## src/rtl/ftr_pkg.sv

```systemverilog
// Shared types and constants for the flat triangle rasterizer.
// Used by the input queue, the fill sequencer and the top level.
package ftr_pkg;

    localparam logic [7:0] ALPHA = 8'hFF;

    typedef struct packed {
        logic       action;
        logic [8:0] vx_a;
        logic [8:0] vy_a;
        logic [8:0] vx_b;
        logic [8:0] vy_b;
        logic [8:0] vx_c;
        logic [8:0] vy_c;
        logic [7:0] red;
        logic [7:0] green;
        logic [7:0] blue;
    } t_item;

    typedef struct packed {
        logic  valid;
        t_item item;
    } t_qout;

endpackage

```

## src/rtl/ftr_front.sv

```systemverilog
// Front end of the rasterizer: accepts items and holds them in a two-entry queue.
// Depends on ftr_pkg for the item type.
module ftr_front (
    input  logic           i_clk,
    input  logic           i_rst_n,
    input  logic           i_start,
    input  ftr_pkg::t_item i_item,
    input  logic           i_pop,
    output logic           o_busy,
    output ftr_pkg::t_qout o_q
);

    ftr_pkg::t_item r_mem [2];
    logic           r_wp;
    logic           r_rp;
    logic [1:0]     r_cnt;
    logic           push;
    logic           pop;

    assign o_busy  = (r_cnt == 2'd2);
    assign push    = i_start && !o_busy;
    assign pop     = i_pop && (r_cnt != 2'd0);
    assign o_q.valid = (r_cnt != 2'd0);
    assign o_q.item  = r_mem[r_rp];

    always_ff @(posedge i_clk) begin
        if (push) begin
            r_mem[r_wp] <= i_item;
        end
    end

    always_ff @(posedge i_clk) begin
        if (!i_rst_n) begin
            r_wp  <= 1'b0;
            r_rp  <= 1'b0;
            r_cnt <= 2'd0;
        end else begin
            if (push) begin
                r_wp <= ~r_wp;
            end
            if (pop) begin
                r_rp <= ~r_rp;
            end
            r_cnt <= r_cnt + 2'(push) - 2'(pop);
        end
    end

endmodule

```

## src/rtl/ftr_div.sv

```systemverilog
// Iterative divider giving floor((2n + d) / (2d)) for a signed n and positive d.
// One quotient bit per cycle; standalone, no package use.
module ftr_div #(
    parameter int NW = 46,
    parameter int DW = 29
) (
    input  logic                 i_clk,
    input  logic                 i_rst_n,
    input  logic                 i_start,
    input  logic signed [NW-1:0] i_num,
    input  logic        [DW-1:0] i_den,
    output logic                 o_done,
    output logic signed [NW-1:0] o_quot
);

    localparam int MW = NW + 1;
    localparam int CW = $clog2(MW + 1);

    logic signed [MW-1:0] n2;
    logic        [MW-1:0] mag;
    logic                 r_busy;
    logic        [CW-1:0] r_cnt;
    logic        [MW-1:0] r_mag;
    logic        [DW:0]   r_den2;
    logic        [DW+1:0] r_rem;
    logic        [MW-1:0] r_q;
    logic                 r_neg;
    logic                 r_done;
    logic signed [NW-1:0] r_quot;
    logic        [DW+1:0] rem_sh;
    logic                 ge;
    logic        [DW+1:0] rem_nx;
    logic        [MW-1:0] q_nx;
    logic        [MW-1:0] fq;

    assign n2  = (MW'(i_num) <<< 1) + MW'($signed({1'b0, i_den}));
    assign mag = (n2 < 0) ? MW'(-n2) : MW'(n2);

    assign rem_sh = {r_rem[DW:0], r_mag[MW-1]};
    assign ge     = (rem_sh >= {1'b0, r_den2});
    assign rem_nx = ge ? (rem_sh - {1'b0, r_den2}) : rem_sh;
    assign q_nx   = {r_q[MW-2:0], ge};
    assign fq     = r_neg ? (~(q_nx + MW'(rem_nx != '0)) + MW'(1)) : q_nx;

    assign o_done = r_done;
    assign o_quot = r_quot;

    always_ff @(posedge i_clk) begin
        if (i_start) begin
            r_mag  <= mag;
            r_den2 <= {i_den, 1'b0};
            r_rem  <= '0;
            r_q    <= '0;
            r_neg  <= (n2 < 0);
        end else if (r_busy) begin
            r_mag <= {r_mag[MW-2:0], 1'b0};
            r_rem <= rem_nx;
            r_q   <= q_nx;
            if (r_cnt == CW'(1)) begin
                r_quot <= NW'(fq);
            end
        end
    end

    always_ff @(posedge i_clk) begin
        if (!i_rst_n) begin
            r_busy <= 1'b0;
            r_cnt  <= '0;
            r_done <= 1'b0;
        end else begin
            r_done <= 1'b0;
            if (i_start) begin
                r_busy <= 1'b1;
                r_cnt  <= CW'(MW);
            end else if (r_busy) begin
                r_cnt <= r_cnt - CW'(1);
                if (r_cnt == CW'(1)) begin
                    r_busy <= 1'b0;
                    r_done <= 1'b1;
                end
            end
        end
    end

endmodule

```

## src/rtl/ftr_back.sv

```systemverilog
// Back end of the rasterizer: sorts, splits, steps edges and spans, emits pixels.
// Depends on ftr_pkg and the shared divider ftr_div.
module ftr_back #(
    parameter int CANVAS_WIDTH  = 512,
    parameter int CANVAS_HEIGHT = 512,
    parameter int FRAC_BITS     = 16
) (
    input  logic           i_clk,
    input  logic           i_rst_n,
    input  ftr_pkg::t_qout i_q,
    output logic           o_pop,
    output logic           o_strobe,
    output logic           o_pixel_valid,
    output logic [8:0]     o_pixel_x,
    output logic [8:0]     o_pixel_y,
    output logic [31:0]    o_pixel_argb,
    output logic           o_last_pixel
);

    localparam int PW = FRAC_BITS + 12;
    localparam int NW = PW + FRAC_BITS + 2;
    localparam int DW = PW + 1;
    localparam logic signed [PW:0] HALF = (PW + 1)'(1) <<< (FRAC_BITS - 1);
    localparam logic [DW-1:0] ONE_M1 = (DW'(1) << FRAC_BITS) - DW'(1);

    localparam logic [3:0] S_IDLE   = 4'd0;
    localparam logic [3:0] S_SPLIT  = 4'd1;
    localparam logic [3:0] S_PART   = 4'd2;
    localparam logic [3:0] S_SPAN   = 4'd3;
    localparam logic [3:0] S_SEEK   = 4'd4;
    localparam logic [3:0] S_DSTART = 4'd5;
    localparam logic [3:0] S_DIV    = 4'd6;

    localparam logic [2:0] T_E0  = 3'd0;
    localparam logic [2:0] T_E1  = 3'd1;
    localparam logic [2:0] T_E2  = 3'd2;
    localparam logic [2:0] T_E3  = 3'd3;
    localparam logic [2:0] T_S0  = 3'd4;
    localparam logic [2:0] T_S1  = 3'd5;
    localparam logic [2:0] T_SPL = 3'd6;

    function automatic logic [8:0] to_pix(input logic signed [PW-1:0] p, input int limit);
        logic signed [PW:0] v;
        logic signed [PW:0] r;
        v = (PW + 1)'(p) + HALF;
        r = v >>> FRAC_BITS;
        if (v < 0) begin
            return 9'd0;
        end else if (r > (limit - 1)) begin
            return 9'(limit - 1);
        end else begin
            return 9'(r);
        end
    endfunction

    function automatic logic [9:0] abs10(input logic signed [9:0] v);
        return (v < 0) ? 10'(-v) : 10'(v);
    endfunction

    logic [3:0]           r_state;
    logic [3:0]           n_state;
    logic [8:0]           r_vx [3];
    logic [8:0]           r_vy [3];
    logic [8:0]           r_spx;
    logic [23:0]          r_col;
    logic [1:0]           r_part;
    logic signed [PW-1:0] r_ep [4];
    logic signed [PW-1:0] r_ei [4];
    logic [10:0]          r_ec0;
    logic [10:0]          r_ec1;
    logic signed [PW-1:0] r_sp [2];
    logic signed [PW-1:0] r_si [2];
    logic [10:0]          r_sc0;
    logic [10:0]          r_sc1;
    logic signed [20:0]   r_prod;
    logic [10:0]          r_steps;
    logic [DW-1:0]        r_len;
    logic signed [PW:0]   r_sdx;
    logic signed [PW:0]   r_sdy;
    logic [2:0]           r_tgt;
    logic                 r_pend;
    logic                 r_stb;
    logic                 r_oval;
    logic [8:0]           r_ox;
    logic [8:0]           r_oy;
    logic [31:0]          r_oargb;
    logic                 r_olast;

    logic [8:0]  sx [3];
    logic [8:0]  sy [3];
    logic [8:0]  tx;
    logic [8:0]  ty;
    logic [8:0]  pax, pay, pbx, pby, pcx, pcy;
    logic signed [9:0] d_bx, d_by, d_cx, d_cy;
    logic [9:0]  m1, m2, steps;
    logic [8:0]  dy_l;
    logic [8:0]  t_l;
    logic signed [PW:0] sdx, sdy;
    logic [DW-1:0] adx, ady, len;
    logic        seek_more;
    logic        div_start;
    logic        div_done;
    logic signed [NW-1:0] div_num;
    logic [DW-1:0] div_den;
    logic signed [NW-1:0] div_quot;

    // Three compare-and-swap stages on y, swapping only on strictly greater.
    always_comb begin
        tx = '0;
        ty = '0;
        sx[0] = i_q.item.vx_a; sy[0] = i_q.item.vy_a;
        sx[1] = i_q.item.vx_b; sy[1] = i_q.item.vy_b;
        sx[2] = i_q.item.vx_c; sy[2] = i_q.item.vy_c;
        if (sy[0] > sy[1]) begin
            tx = sx[0]; ty = sy[0]; sx[0] = sx[1]; sy[0] = sy[1]; sx[1] = tx; sy[1] = ty;
        end
        if (sy[1] > sy[2]) begin
            tx = sx[1]; ty = sy[1]; sx[1] = sx[2]; sy[1] = sy[2]; sx[2] = tx; sy[2] = ty;
        end
        if (sy[0] > sy[1]) begin
            tx = sx[0]; ty = sy[0]; sx[0] = sx[1]; sy[0] = sy[1]; sx[1] = tx; sy[1] = ty;
        end
    end

    assign pax = (r_part == 2'd1) ? r_vx[0] : r_spx;
    assign pay = (r_part == 2'd1) ? r_vy[0] : r_vy[1];
    assign pbx = r_vx[1];
    assign pby = r_vy[1];
    assign pcx = (r_part == 2'd1) ? r_spx : r_vx[2];
    assign pcy = (r_part == 2'd1) ? r_vy[1] : r_vy[2];

    assign d_bx = $signed({1'b0, pbx}) - $signed({1'b0, pax});
    assign d_by = $signed({1'b0, pby}) - $signed({1'b0, pay});
    assign d_cx = $signed({1'b0, pcx}) - $signed({1'b0, pax});
    assign d_cy = $signed({1'b0, pcy}) - $signed({1'b0, pay});
    assign m1 = (abs10(d_bx) > abs10(d_by)) ? abs10(d_bx) : abs10(d_by);
    assign m2 = (abs10(d_cx) > abs10(d_cy)) ? abs10(d_cx) : abs10(d_cy);
    assign steps = (m1 > m2) ? m1 : m2;

    assign dy_l = r_vy[2] - r_vy[0];
    assign t_l  = r_vy[1] - r_vy[0];

    assign sdx = (PW + 1)'(r_ep[2]) - (PW + 1)'(r_ep[0]);
    assign sdy = (PW + 1)'(r_ep[3]) - (PW + 1)'(r_ep[1]);
    assign adx = (sdx < 0) ? DW'(-sdx) : DW'(sdx);
    assign ady = (sdy < 0) ? DW'(-sdy) : DW'(sdy);
    assign len = (adx > ady) ? adx : ady;

    assign seek_more = (r_part != 2'd0) && (r_sc0 >= r_sc1);
    assign div_start = (r_state == S_DSTART);
    assign o_pop     = (r_state == S_IDLE) && i_q.valid;

    always_comb begin
        case (r_tgt)
            T_E0: begin
                div_num = NW'(d_bx) <<< FRAC_BITS;
                div_den = DW'(r_steps);
            end
            T_E1: begin
                div_num = NW'(d_by) <<< FRAC_BITS;
                div_den = DW'(r_steps);
            end
            T_E2: begin
                div_num = NW'(d_cx) <<< FRAC_BITS;
                div_den = DW'(r_steps);
            end
            T_E3: begin
                div_num = NW'(d_cy) <<< FRAC_BITS;
                div_den = DW'(r_steps);
            end
            T_S0: begin
                div_num = NW'(r_sdx) <<< FRAC_BITS;
                div_den = r_len;
            end
            T_S1: begin
                div_num = NW'(r_sdy) <<< FRAC_BITS;
                div_den = r_len;
            end
            default: begin
                div_num = NW'(r_prod);
                div_den = DW'(dy_l);
            end
        endcase
    end

    ftr_div #(
        .NW (NW),
        .DW (DW)
    ) u_div (
        .i_clk   (i_clk),
        .i_rst_n (i_rst_n),
        .i_start (div_start),
        .i_num   (div_num),
        .i_den   (div_den),
        .o_done  (div_done),
        .o_quot  (div_quot)
    );

    always_comb begin
        n_state = r_state;
        case (r_state)
            S_IDLE: begin
                if (i_q.valid) begin
                    if (!i_q.item.action) begin
                        n_state = S_SPLIT;
                    end else if (r_part != 2'd0) begin
                        n_state = S_SEEK;
                    end
                end
            end
            S_SPLIT: begin
                n_state = (dy_l == 9'd0) ? S_PART : S_DSTART;
            end
            S_PART: begin
                n_state = (steps == 10'd0) ? S_SEEK : S_DSTART;
            end
            S_SPAN: begin
                n_state = (len == '0) ? S_SEEK : S_DSTART;
            end
            S_SEEK: begin
                if (!seek_more) begin
                    n_state = S_IDLE;
                end else if (r_ec0 < r_ec1) begin
                    n_state = S_SPAN;
                end else if (r_part == 2'd1) begin
                    n_state = S_PART;
                end
            end
            S_DSTART: begin
                n_state = S_DIV;
            end
            S_DIV: begin
                if (div_done) begin
                    case (r_tgt)
                        T_E3:    n_state = S_SPAN;
                        T_S1:    n_state = S_SEEK;
                        T_SPL:   n_state = S_PART;
                        default: n_state = S_DSTART;
                    endcase
                end
            end
            default: begin
                n_state = S_IDLE;
            end
        endcase
    end

    always_ff @(posedge i_clk) begin
        case (r_state)
            S_IDLE: begin
                if (i_q.valid && !i_q.item.action) begin
                    for (int k = 0; k < 3; k++) begin
                        r_vx[k] <= sx[k];
                        r_vy[k] <= sy[k];
                    end
                    r_col <= {i_q.item.red, i_q.item.green, i_q.item.blue};
                end else if (i_q.valid) begin
                    r_oval <= (r_part != 2'd0);
                    r_olast <= (r_part == 2'd0);
                    if (r_part == 2'd0) begin
                        r_ox    <= 9'd0;
                        r_oy    <= 9'd0;
                        r_oargb <= 32'd0;
                    end else begin
                        r_ox    <= to_pix(r_sp[0], CANVAS_WIDTH);
                        r_oy    <= to_pix(r_sp[1], CANVAS_HEIGHT);
                        r_oargb <= {ftr_pkg::ALPHA, r_col};
                        r_sc0   <= r_sc0 + 11'd1;
                        r_sp[0] <= r_sp[0] + r_si[0];
                        r_sp[1] <= r_sp[1] + r_si[1];
                    end
                end
            end
            S_SPLIT: begin
                r_prod <= $signed({12'd0, r_vx[0]}) * $signed({12'd0, dy_l})
                        + $signed({11'd0, t_l}) * ($signed({12'd0, r_vx[2]})
                        - $signed({12'd0, r_vx[0]}));
                r_tgt <= T_SPL;
                if (dy_l == 9'd0) begin
                    r_spx <= r_vx[1];
                end
            end
            S_PART: begin
                r_ec0 <= 11'd0;
                r_sc0 <= 11'd0;
                r_sc1 <= 11'd0;
                r_ec1 <= 11'(steps);
                r_steps <= 11'(steps);
                r_tgt <= T_E0;
                if (steps == 10'd0) begin
                    for (int k = 0; k < 4; k++) begin
                        r_ei[k] <= '0;
                    end
                end else begin
                    r_ep[0] <= $signed(PW'(pax) << FRAC_BITS);
                    r_ep[1] <= $signed(PW'(pay) << FRAC_BITS);
                    r_ep[2] <= $signed(PW'(pax) << FRAC_BITS);
                    r_ep[3] <= $signed(PW'(pay) << FRAC_BITS);
                end
            end
            S_SPAN: begin
                r_sp[0] <= r_ep[0];
                r_sp[1] <= r_ep[1];
                r_sc0   <= 11'd0;
                r_len   <= len;
                r_sdx   <= sdx;
                r_sdy   <= sdy;
                r_tgt   <= T_S0;
                if (len == '0) begin
                    r_sc1   <= 11'd0;
                    r_si[0] <= '0;
                    r_si[1] <= '0;
                end else begin
                    r_sc1 <= 11'((len + ONE_M1) >> FRAC_BITS);
                end
            end
            S_SEEK: begin
                if (seek_more && (r_ec0 < r_ec1)) begin
                    r_ec0 <= r_ec0 + 11'd1;
                    for (int k = 0; k < 4; k++) begin
                        r_ep[k] <= r_ep[k] + r_ei[k];
                    end
                end
                if (!seek_more) begin
                    r_olast <= (r_part == 2'd0);
                end
            end
            S_DIV: begin
                if (div_done) begin
                    r_tgt <= r_tgt + 3'd1;
                    case (r_tgt)
                        T_E0, T_E1, T_E2, T_E3: r_ei[r_tgt[1:0]] <= PW'(div_quot);
                        T_S0:    r_si[0] <= PW'(div_quot);
                        T_S1:    r_si[1] <= PW'(div_quot);
                        default: r_spx   <= 9'(div_quot);
                    endcase
                end
            end
            default: begin
            end
        endcase
    end

    always_ff @(posedge i_clk) begin
        if (!i_rst_n) begin
            r_state <= S_IDLE;
            r_part  <= 2'd0;
            r_pend  <= 1'b0;
            r_stb   <= 1'b0;
        end else begin
            r_state <= n_state;
            r_stb   <= 1'b0;
            case (r_state)
                S_IDLE: begin
                    if (i_q.valid && !i_q.item.action) begin
                        r_pend <= 1'b0;
                    end else if (i_q.valid) begin
                        if (r_part == 2'd0) begin
                            r_stb <= 1'b1;
                        end else begin
                            r_pend <= 1'b1;
                        end
                    end
                end
                S_SPLIT: begin
                    if (dy_l == 9'd0) begin
                        r_part <= 2'd1;
                    end
                end
                S_SEEK: begin
                    if (!seek_more) begin
                        r_stb  <= r_pend;
                        r_pend <= 1'b0;
                    end else if (r_ec0 >= r_ec1) begin
                        r_part <= (r_part == 2'd1) ? 2'd2 : 2'd0;
                    end
                end
                S_DIV: begin
                    if (div_done && (r_tgt == T_SPL)) begin
                        r_part <= 2'd1;
                    end
                end
                default: begin
                end
            endcase
        end
    end

    assign o_strobe      = r_stb;
    assign o_pixel_valid = r_oval;
    assign o_pixel_x     = r_ox;
    assign o_pixel_y     = r_oy;
    assign o_pixel_argb  = r_oargb;
    assign o_last_pixel  = r_olast;

endmodule

```

## src/rtl/flat_triangle_rasterizer.sv

```systemverilog
// Top level of the flat triangle rasterizer: input queue plus fill sequencer.
// Depends on ftr_pkg, ftr_front, ftr_back and ftr_div.
//
// An item is taken at a rising edge with start high and busy low. Action 0
// loads three vertices and a fill colour and returns nothing; action 1 asks
// for the next pixel and returns exactly one result, shown for one cycle with
// o_strobe high. The receiver cannot hold results off.
// Items wait in a two-entry queue; busy is high while that queue is full.
// A load runs one division for the split point (none when the long edge is
// flat), x and y divisions for both edges at each part setup with nonzero
// steps, and x and y span divisions for each new span row of nonzero length.
// With the sequencer idle, a request leaves the queue in S_IDLE, which
// registers the pixel; a pixel within a span is strobed from S_SEEK and an
// end marker straight from S_IDLE; a pixel that ends a span waits for the
// next row setup or the end of the fill. Every division runs through one
// shared divider that retires one quotient bit per cycle; the divider sets
// the throughput.
// Reset empties the queue and leaves no triangle loaded.
module flat_triangle_rasterizer #(
    parameter int CANVAS_WIDTH  = 512,
    parameter int CANVAS_HEIGHT = 512,
    parameter int FRAC_BITS     = 16
) (
    input  logic        i_clk,
    input  logic        i_rst_n,
    input  logic        start,
    output logic        busy,
    input  logic        i_action,
    input  logic [8:0]  i_vx_a,
    input  logic [8:0]  i_vy_a,
    input  logic [8:0]  i_vx_b,
    input  logic [8:0]  i_vy_b,
    input  logic [8:0]  i_vx_c,
    input  logic [8:0]  i_vy_c,
    input  logic [7:0]  i_fill_red,
    input  logic [7:0]  i_fill_green,
    input  logic [7:0]  i_fill_blue,
    output logic        o_strobe,
    output logic        o_pixel_valid,
    output logic [8:0]  o_pixel_x,
    output logic [8:0]  o_pixel_y,
    output logic [31:0] o_pixel_argb,
    output logic        o_last_pixel
);

    ftr_pkg::t_item item;
    ftr_pkg::t_qout q;
    logic           pop;

    assign item.action = i_action;
    assign item.vx_a   = i_vx_a;
    assign item.vy_a   = i_vy_a;
    assign item.vx_b   = i_vx_b;
    assign item.vy_b   = i_vy_b;
    assign item.vx_c   = i_vx_c;
    assign item.vy_c   = i_vy_c;
    assign item.red    = i_fill_red;
    assign item.green  = i_fill_green;
    assign item.blue   = i_fill_blue;

    ftr_front u_front (
        .i_clk   (i_clk),
        .i_rst_n (i_rst_n),
        .i_start (start),
        .i_item  (item),
        .i_pop   (pop),
        .o_busy  (busy),
        .o_q     (q)
    );

    ftr_back #(
        .CANVAS_WIDTH  (CANVAS_WIDTH),
        .CANVAS_HEIGHT (CANVAS_HEIGHT),
        .FRAC_BITS     (FRAC_BITS)
    ) u_back (
        .i_clk         (i_clk),
        .i_rst_n       (i_rst_n),
        .i_q           (q),
        .o_pop         (pop),
        .o_strobe      (o_strobe),
        .o_pixel_valid (o_pixel_valid),
        .o_pixel_x     (o_pixel_x),
        .o_pixel_y     (o_pixel_y),
        .o_pixel_argb  (o_pixel_argb),
        .o_last_pixel  (o_last_pixel)
    );

`ifndef SYNTHESIS
    a_no_strobe_after_reset: assert property (@(posedge i_clk)
        !i_rst_n |=> !o_strobe) else $error("result strobe right after reset");

    a_end_marker: assert property (@(posedge i_clk) disable iff (!i_rst_n)
        o_strobe && !o_pixel_valid |-> o_last_pixel && (o_pixel_x == 9'd0)
        && (o_pixel_y == 9'd0) && (o_pixel_argb == 32'd0))
        else $error("malformed end marker");

    a_alpha: assert property (@(posedge i_clk) disable iff (!i_rst_n)
        o_strobe && o_pixel_valid |-> (o_pixel_argb[31:24] == ftr_pkg::ALPHA))
        else $error("pixel without opaque alpha");
`endif

endmodule

```

## config.mk

```make
export PLATFORM = sky130hd
export DESIGN_NAME = flat_triangle_rasterizer
export DESIGN_NICKNAME = d
export VERILOG_FILES = /design/src/rtl/ftr_pkg.sv /design/src/rtl/ftr_front.sv /design/src/rtl/ftr_div.sv /design/src/rtl/ftr_back.sv /design/src/rtl/flat_triangle_rasterizer.sv
export SDC_FILE = /design/constraint.sdc
export NUM_CORES = 2
export LEC_CHECK = 0
export ABC_AREA = 0
export BUFFER_PORTS_ARGS = -buffer_cell sky130_fd_sc_hd__buf_2
export CAP_MARGIN = 20
export CORE_ASPECT_RATIO = 2
export CORE_MARGIN = 1
export CORE_UTILIZATION = 55
export CTS_CLUSTER_DIAMETER = 60
export DETAILED_ROUTE_END_ITERATION = 12
export HOLD_SLACK_MARGIN = 0.12
export PLACE_DENSITY = 0.74
export SETUP_SLACK_MARGIN = 0.2
export SYNTH_ARGS = -nofsm -noshare
export SYNTH_HDL_FRONTEND = slang
export SYNTH_HIERARCHICAL = 1
export SYNTH_SLANG_ARGS = --single-unit
```

## constraint.sdc

```tcl
create_clock -name i_clk -period 16.8 [get_ports i_clk]
set_clock_uncertainty 0.05 [all_clocks]
set_input_delay 3.36 -clock i_clk [delete_from_list [all_inputs] [get_ports i_clk]]
set_output_delay 3.36 -clock i_clk [all_outputs]
set_load 0.05 [all_outputs]
```

Word-level counts from Yosys, hierarchy flattened
Memory sizes are Yosys's and may differ from the RTL's. A register that Yosys moved wholly into a read port is not among the register bits.
Cells that the tools add are included.
- register bits: 421
- logic and storage cells: 323
- memories kept: 7
- input port bits: 82
- memory bits (writable): 548
- memory list (memory ; words ; width ; read ports ; clocked after Yosys merged registers in ; wr ports ; line ; text):
    u_front.r_mem ; 2 ; 79 ; 1 ; 1 ; 1 ; ftr_front.sv:13 ; ftr_pkg::t_item r_mem [2];
    u_back.r_ei ; 4 ; 28 ; 4 ; 0 ; 4 ; ftr_back.sv:68 ; logic signed [PW-1:0] r_ei [4];
    u_back.r_ep ; 4 ; 28 ; 4 ; 0 ; 4 ; ftr_back.sv:67 ; logic signed [PW-1:0] r_ep [4];
    u_back.r_si ; 2 ; 28 ; 2 ; 0 ; 2 ; ftr_back.sv:72 ; logic signed [PW-1:0] r_si [2];
    u_back.r_sp ; 2 ; 28 ; 2 ; 0 ; 2 ; ftr_back.sv:71 ; logic signed [PW-1:0] r_sp [2];
    u_back.r_vx ; 3 ; 9 ; 3 ; 0 ; 3 ; ftr_back.sv:62 ; logic [8:0] r_vx [3];
    +1 memories ; -- ; -- ; -- ; -- ; -- ; -- ;
- muxes and demuxes: 131
- order comparisons: 22
- bitwise gates (word level): 15
- reduce and logical (&&, ||, !) cells: 46
- add/sub/neg operators: 36
- equality and inequality tests: 30
- multiply operators: 2
- operators by type and width (cell ; count):
    $mux 28 ; 10
    $pmux 46 s6 ; 1
    $add 28x28->28 ; 6
    $mux 47 ; 3
    $lt 29x1->1 const B ; 4
    $mux 18 ; 6
    $mux 29 ; 3
    $mux 9 ; 9
    $mux 10 ; 7
    $pmux 11 s2 ; 3
    $add 28x17->29 const B ; 2
    $neg 29->29 ; 2
    $pmux 29 s2 ; 1
    $sub 28x28->29 ; 2
    $mux 1 ; 56
    $mux 11 ; 5
    $sub 9x9->10 ; 5
    $add 47x30->47 ; 1
    $lt 47x1->1 const B ; 1
    $neg 47->47 ; 1
    $lt 10x1->1 const B ; 4
    $neg 10->10 ; 4
    $mux 32 ; 1
    $ge 31x30->1 ; 1
    69 further kinds ; 144

Longest topological paths before layout
- word-level depth: 14
- gate-level depth with buffers: 55
- mapped depth without buffers: 49

Modules after synthesis
Netlist, hierarchy kept.
- by module, submodules not included (module ; area each (um2) ; seq. area each (um2) ; instances ; cells each):
    ftr_back ; 50394.6 ; 18788.0 ; 1 ; 5244
    ftr_div ; 15771.4 ; 5355.1 ; 1 ; 1841
    ftr_front ; 5972.0 ; 4844.6 ; 1 ; 273

Worst setup path before layout
No wires, ideal clock.
- path kind: register to register
- from: register u_back.r_part[1]
- to: memory u_back/r_ep[0][0] in the netlist's numbering (enable)
- data required time: 16.013 ns
- data arrival time: 16.683 ns
- setup slack: -0.671 ns
- period minus slack after synthesis: 17.471 ns
- buffers on the path: 6
- cell stages (with the launch flop): 43
- cell sequence: dfxtp_1 -> nand2b_1 -> buf_6 -> buf_4 -> buf_4 -> buf_2 -> buf_1 -> mux2i_1 -> ha_1 -> nor2b_1 -> nor2_1 -> a32oi_1 -> a21oi_1 -> o21ai_0 -> a221oi_1 -> nand2_1 -> or3_1 -> or3_1 -> (+7 left out) -> o21ai_0 -> and2_1 -> ha_1 -> nor2b_1 -> o21a_1 -> o21a_1 -> o21a_1 -> o21a_1 -> o21a_1 -> o21a_1 -> o21a_1 -> o21a_1 -> o32ai_1 -> clkbuf_1 -> a21oi_1 -> o221ai_1 -> nor4_2 -> o21ai_0
- RTL lines (item ; line ; text):
    start, declared ; ftr_back.sv:66 ; logic [1:0] r_part;
    start signal, assigned ; ftr_back.sv:375 ; r_part <= (r_part == 2'd1) ? 2'd2 : 2'd0;
    end, declared ; ftr_back.sv:67 ;

==> key figures <==
Hold path
  – Hold path startpoint: u_front/r_mem[0][0]
  – Min-Delay Path Class: flop to flop
  – Hold endpoint: u_back/r_col[0]
  – Hold depth: 1

Clock tree
  – CTS max path bufs: 3
  – Clk_lat worst skew: 0.74 ns
  – Post-CTS Resized: 0
  – Root Driver: clkbuf_16
  – Hold-fix buffers, CTS: 0
  – CTS tree: built
  – TritonCTS Buffers: 89
  – CTS clk-pin slew, worst paths: 0.07 ns
  – Clk sinks: 961
  – Setup Fix Bufs, Post-CTS: 0
  – CTS HTree Levels: 3

Global routing
  – Gr ovfl total: 0
  – Global-route usage over all layers: 0.3420
  – Number of global-route vias before repair: 55850
  – Initial antenna violation count: 11
  – First-pass GRT wire length: 327.5 mm
  – Largest net degree at the start of global routing: 88

Run
  – Max Cap Viol: 0

Worst setup path
  – WP data required: 17.11 ns
  – FF-to-FF setup slack: 4.42 ns
  – R2R cell count: 37
  – Critical R2R Launch: u_back/r_part[1]
  – CP bufs+invs: 4
  – Kind of cell adding the most delay to the critical path: compound AO/OA/AOI/OAI gates
  – Slowest CP cell: buf_4
  – Reg2reg end: u_back/r_ep[2][13]
  – CP Capture Type: flop
  – Arrival time worst endpoint: 12.69 ns
  – CP peak stage delay: 0.72 ns
  – Most used cell, CP: o21a_1
  – Critical Path Fanout Max: 61
  – CP Launch Type: flop
  – Crit Path Category: flop to flop

Route
  – Vias per inst: 6.186
  – Antenna-violating nets left: 0
  – Drt drc: 0
  – DR iter-0 viols: 3905
  – Final WL: 220.0 mm
  – Detailed Routing Iterations Pass 1: 6
  – WL/cell: 24.73 um
  – Routed vias: 55033

Placed design
  – Post-DP HPWL: 173.6 mm
  – Buffers added on ports: 135
  – GPL Wtd Cong: 1.018

Die
  – Io pins: 136
  – Core area: 125900 sq um
  – Die area: 128600 sq um
  – Rows: 184
  – Initial Util: 0.5551
  – Die H: 506.2 um
  – Die span in x: 254.1 um

Yosys
  – Synth Net Count: 7883
  – Mean post-synth cell area: 9.837 sq um
  – Cell Area, Synth: 69900 sq um
  – Yosys synthesis warning count: 6
  – Syn Inst Count: 7106

Timing
  – Setup TNS: 0 ns
  – Fin. max-slew vios: 1
  – Fmax: 80.75 MHz
  – Worst Max-Slew Pin Slew: 1.535 ns
  – Final Hold Fails: 0
  – Final worst path period share: 0.7371
  – Tmin final: 12.38 ns
  – Final-report setup violation count: 0
  – RSZ-0062 raised after global routing: false
  – Worst rel slew slack: -0.02342

Finish
  – Area Overhead vs Synth: 7.826%
  – Fraction of layout cells with a size suffix above 1: 0.08123
  – Layout Nets: 7919

Status
  – Failing checks: slew limit
  – Status: finished with violations
==> state kept, by name, indices dropped and copies added (netlist names), 21 cells and up, named ones only <==
name and count:
u_back/u_div/r_q 27, u_back/r_sdy 29, u_front/r_mem 158, u_back/r_ei 112, u_back/r_ep 112, u_back/r_vx 27, u_back/r_sdx 29, u_back/u_div/o_quot 28
u_back/r_len 29, u_back/r_sp 56, u_back/r_si 56, u_back/u_div/r_rem 30, u_back/r_col 24, u_back/r_vy 27, u_back/u_div/r_den2 29, u_back/o_pixel_argb 25
u_back/u_div/r_mag 47, u_back/r_prod 21
==> metal layers <==
| metal | track usage | vias up | part of all wire |
|---|---|---|---|
| li1 | - | 25679 | - |
| met1 | 0.3286 | 26440 | 0.33 |
| met2 | 0.6134 | 2086 | 0.51 |
| met3 | 0.04986 | 818 | 0.052 |
| met4 | 0.3273 | 10 | 0.11 |
| met5 | 0 | - | 0.00026 |
==> cell usage in the layout (no fill, tap or decap), drive strengths merged, types with 114 or more instances in the layout <==
cell type / instances
buf: 213
nand3: 159
xnor2: 323
edfxtp: 884
and2: 268
xor2: 185
inv: 597
nand2: 481
mux2i: 134
nor2: 610
ha: 555
fa: 140
a21o: 125
a21oi: 452
and3: 114
o21ai: 317
==> metrics by stage <==
stage | instance area [sq um] | util | std cells | hold WS, ns | setup slack, ns
6_report | 75370 | 0.5985 | 8896 | 0.4603 | 4.416
5_1_grt | 75360 | 0.5984 | 8891 | 0.4783 | 3.698
4_1_cts | 75320 | 0.5981 | 8886 | 0.4631 | 4.269
3_5_place_dp | 72300 | 0.5742 | 8723 | 0.4508 | 4.421
3_3_place_gp | 72260 | 0.5738 | 8719 | 0.4428 | 4.415
2_1_floorplan | 69900 | - | 7106 | 0.4049 | 2.359
==> worst max path at each step <==
stage | slack, ns | end | startpoint | depth (start not counted)
6_report | 4.42 | u_back/r_ep[2][13] | u_back/r_part[1] | 37
5_1_grt | 3.70 | u_back/r_ep[2][12] | u_back/r_part[1] | 37
4_1_cts | 4.27 | u_back/r_ei[1][22] | u_back/r_part[1] | 37
3_5_place_dp | 4.42 | u_back/r_ei[1][22] | u_back/r_part[1] | 37
3_3_place_gp | 4.41 | u_back/r_ei[1][20] | u_back/r_part[1] | 43
2_1_floorplan | 2.36 | u_back/r_ep[0][0] | u_back/r_part[1] | 42
==> cell type report <==
| type | count | area, sq um |
|---|---|---|
| antenna | 8 | 20.02 |
| clock buffer | 110 | 2337 |
| clock inverter | 53 | 675.6 |
| fill | 10543 | 50560 |
| inverter | 597 | 2243 |
| multi-input combinational | 5280 | 38610 |
| sequential | 961 | 28090 |
| tap | 1674 | 2095 |
| timing repair buffer | 213 | 1291 |
Power is not shown: default switching activity piles up to over one toggle a cycle in this logic, so the estimate is an artifact.
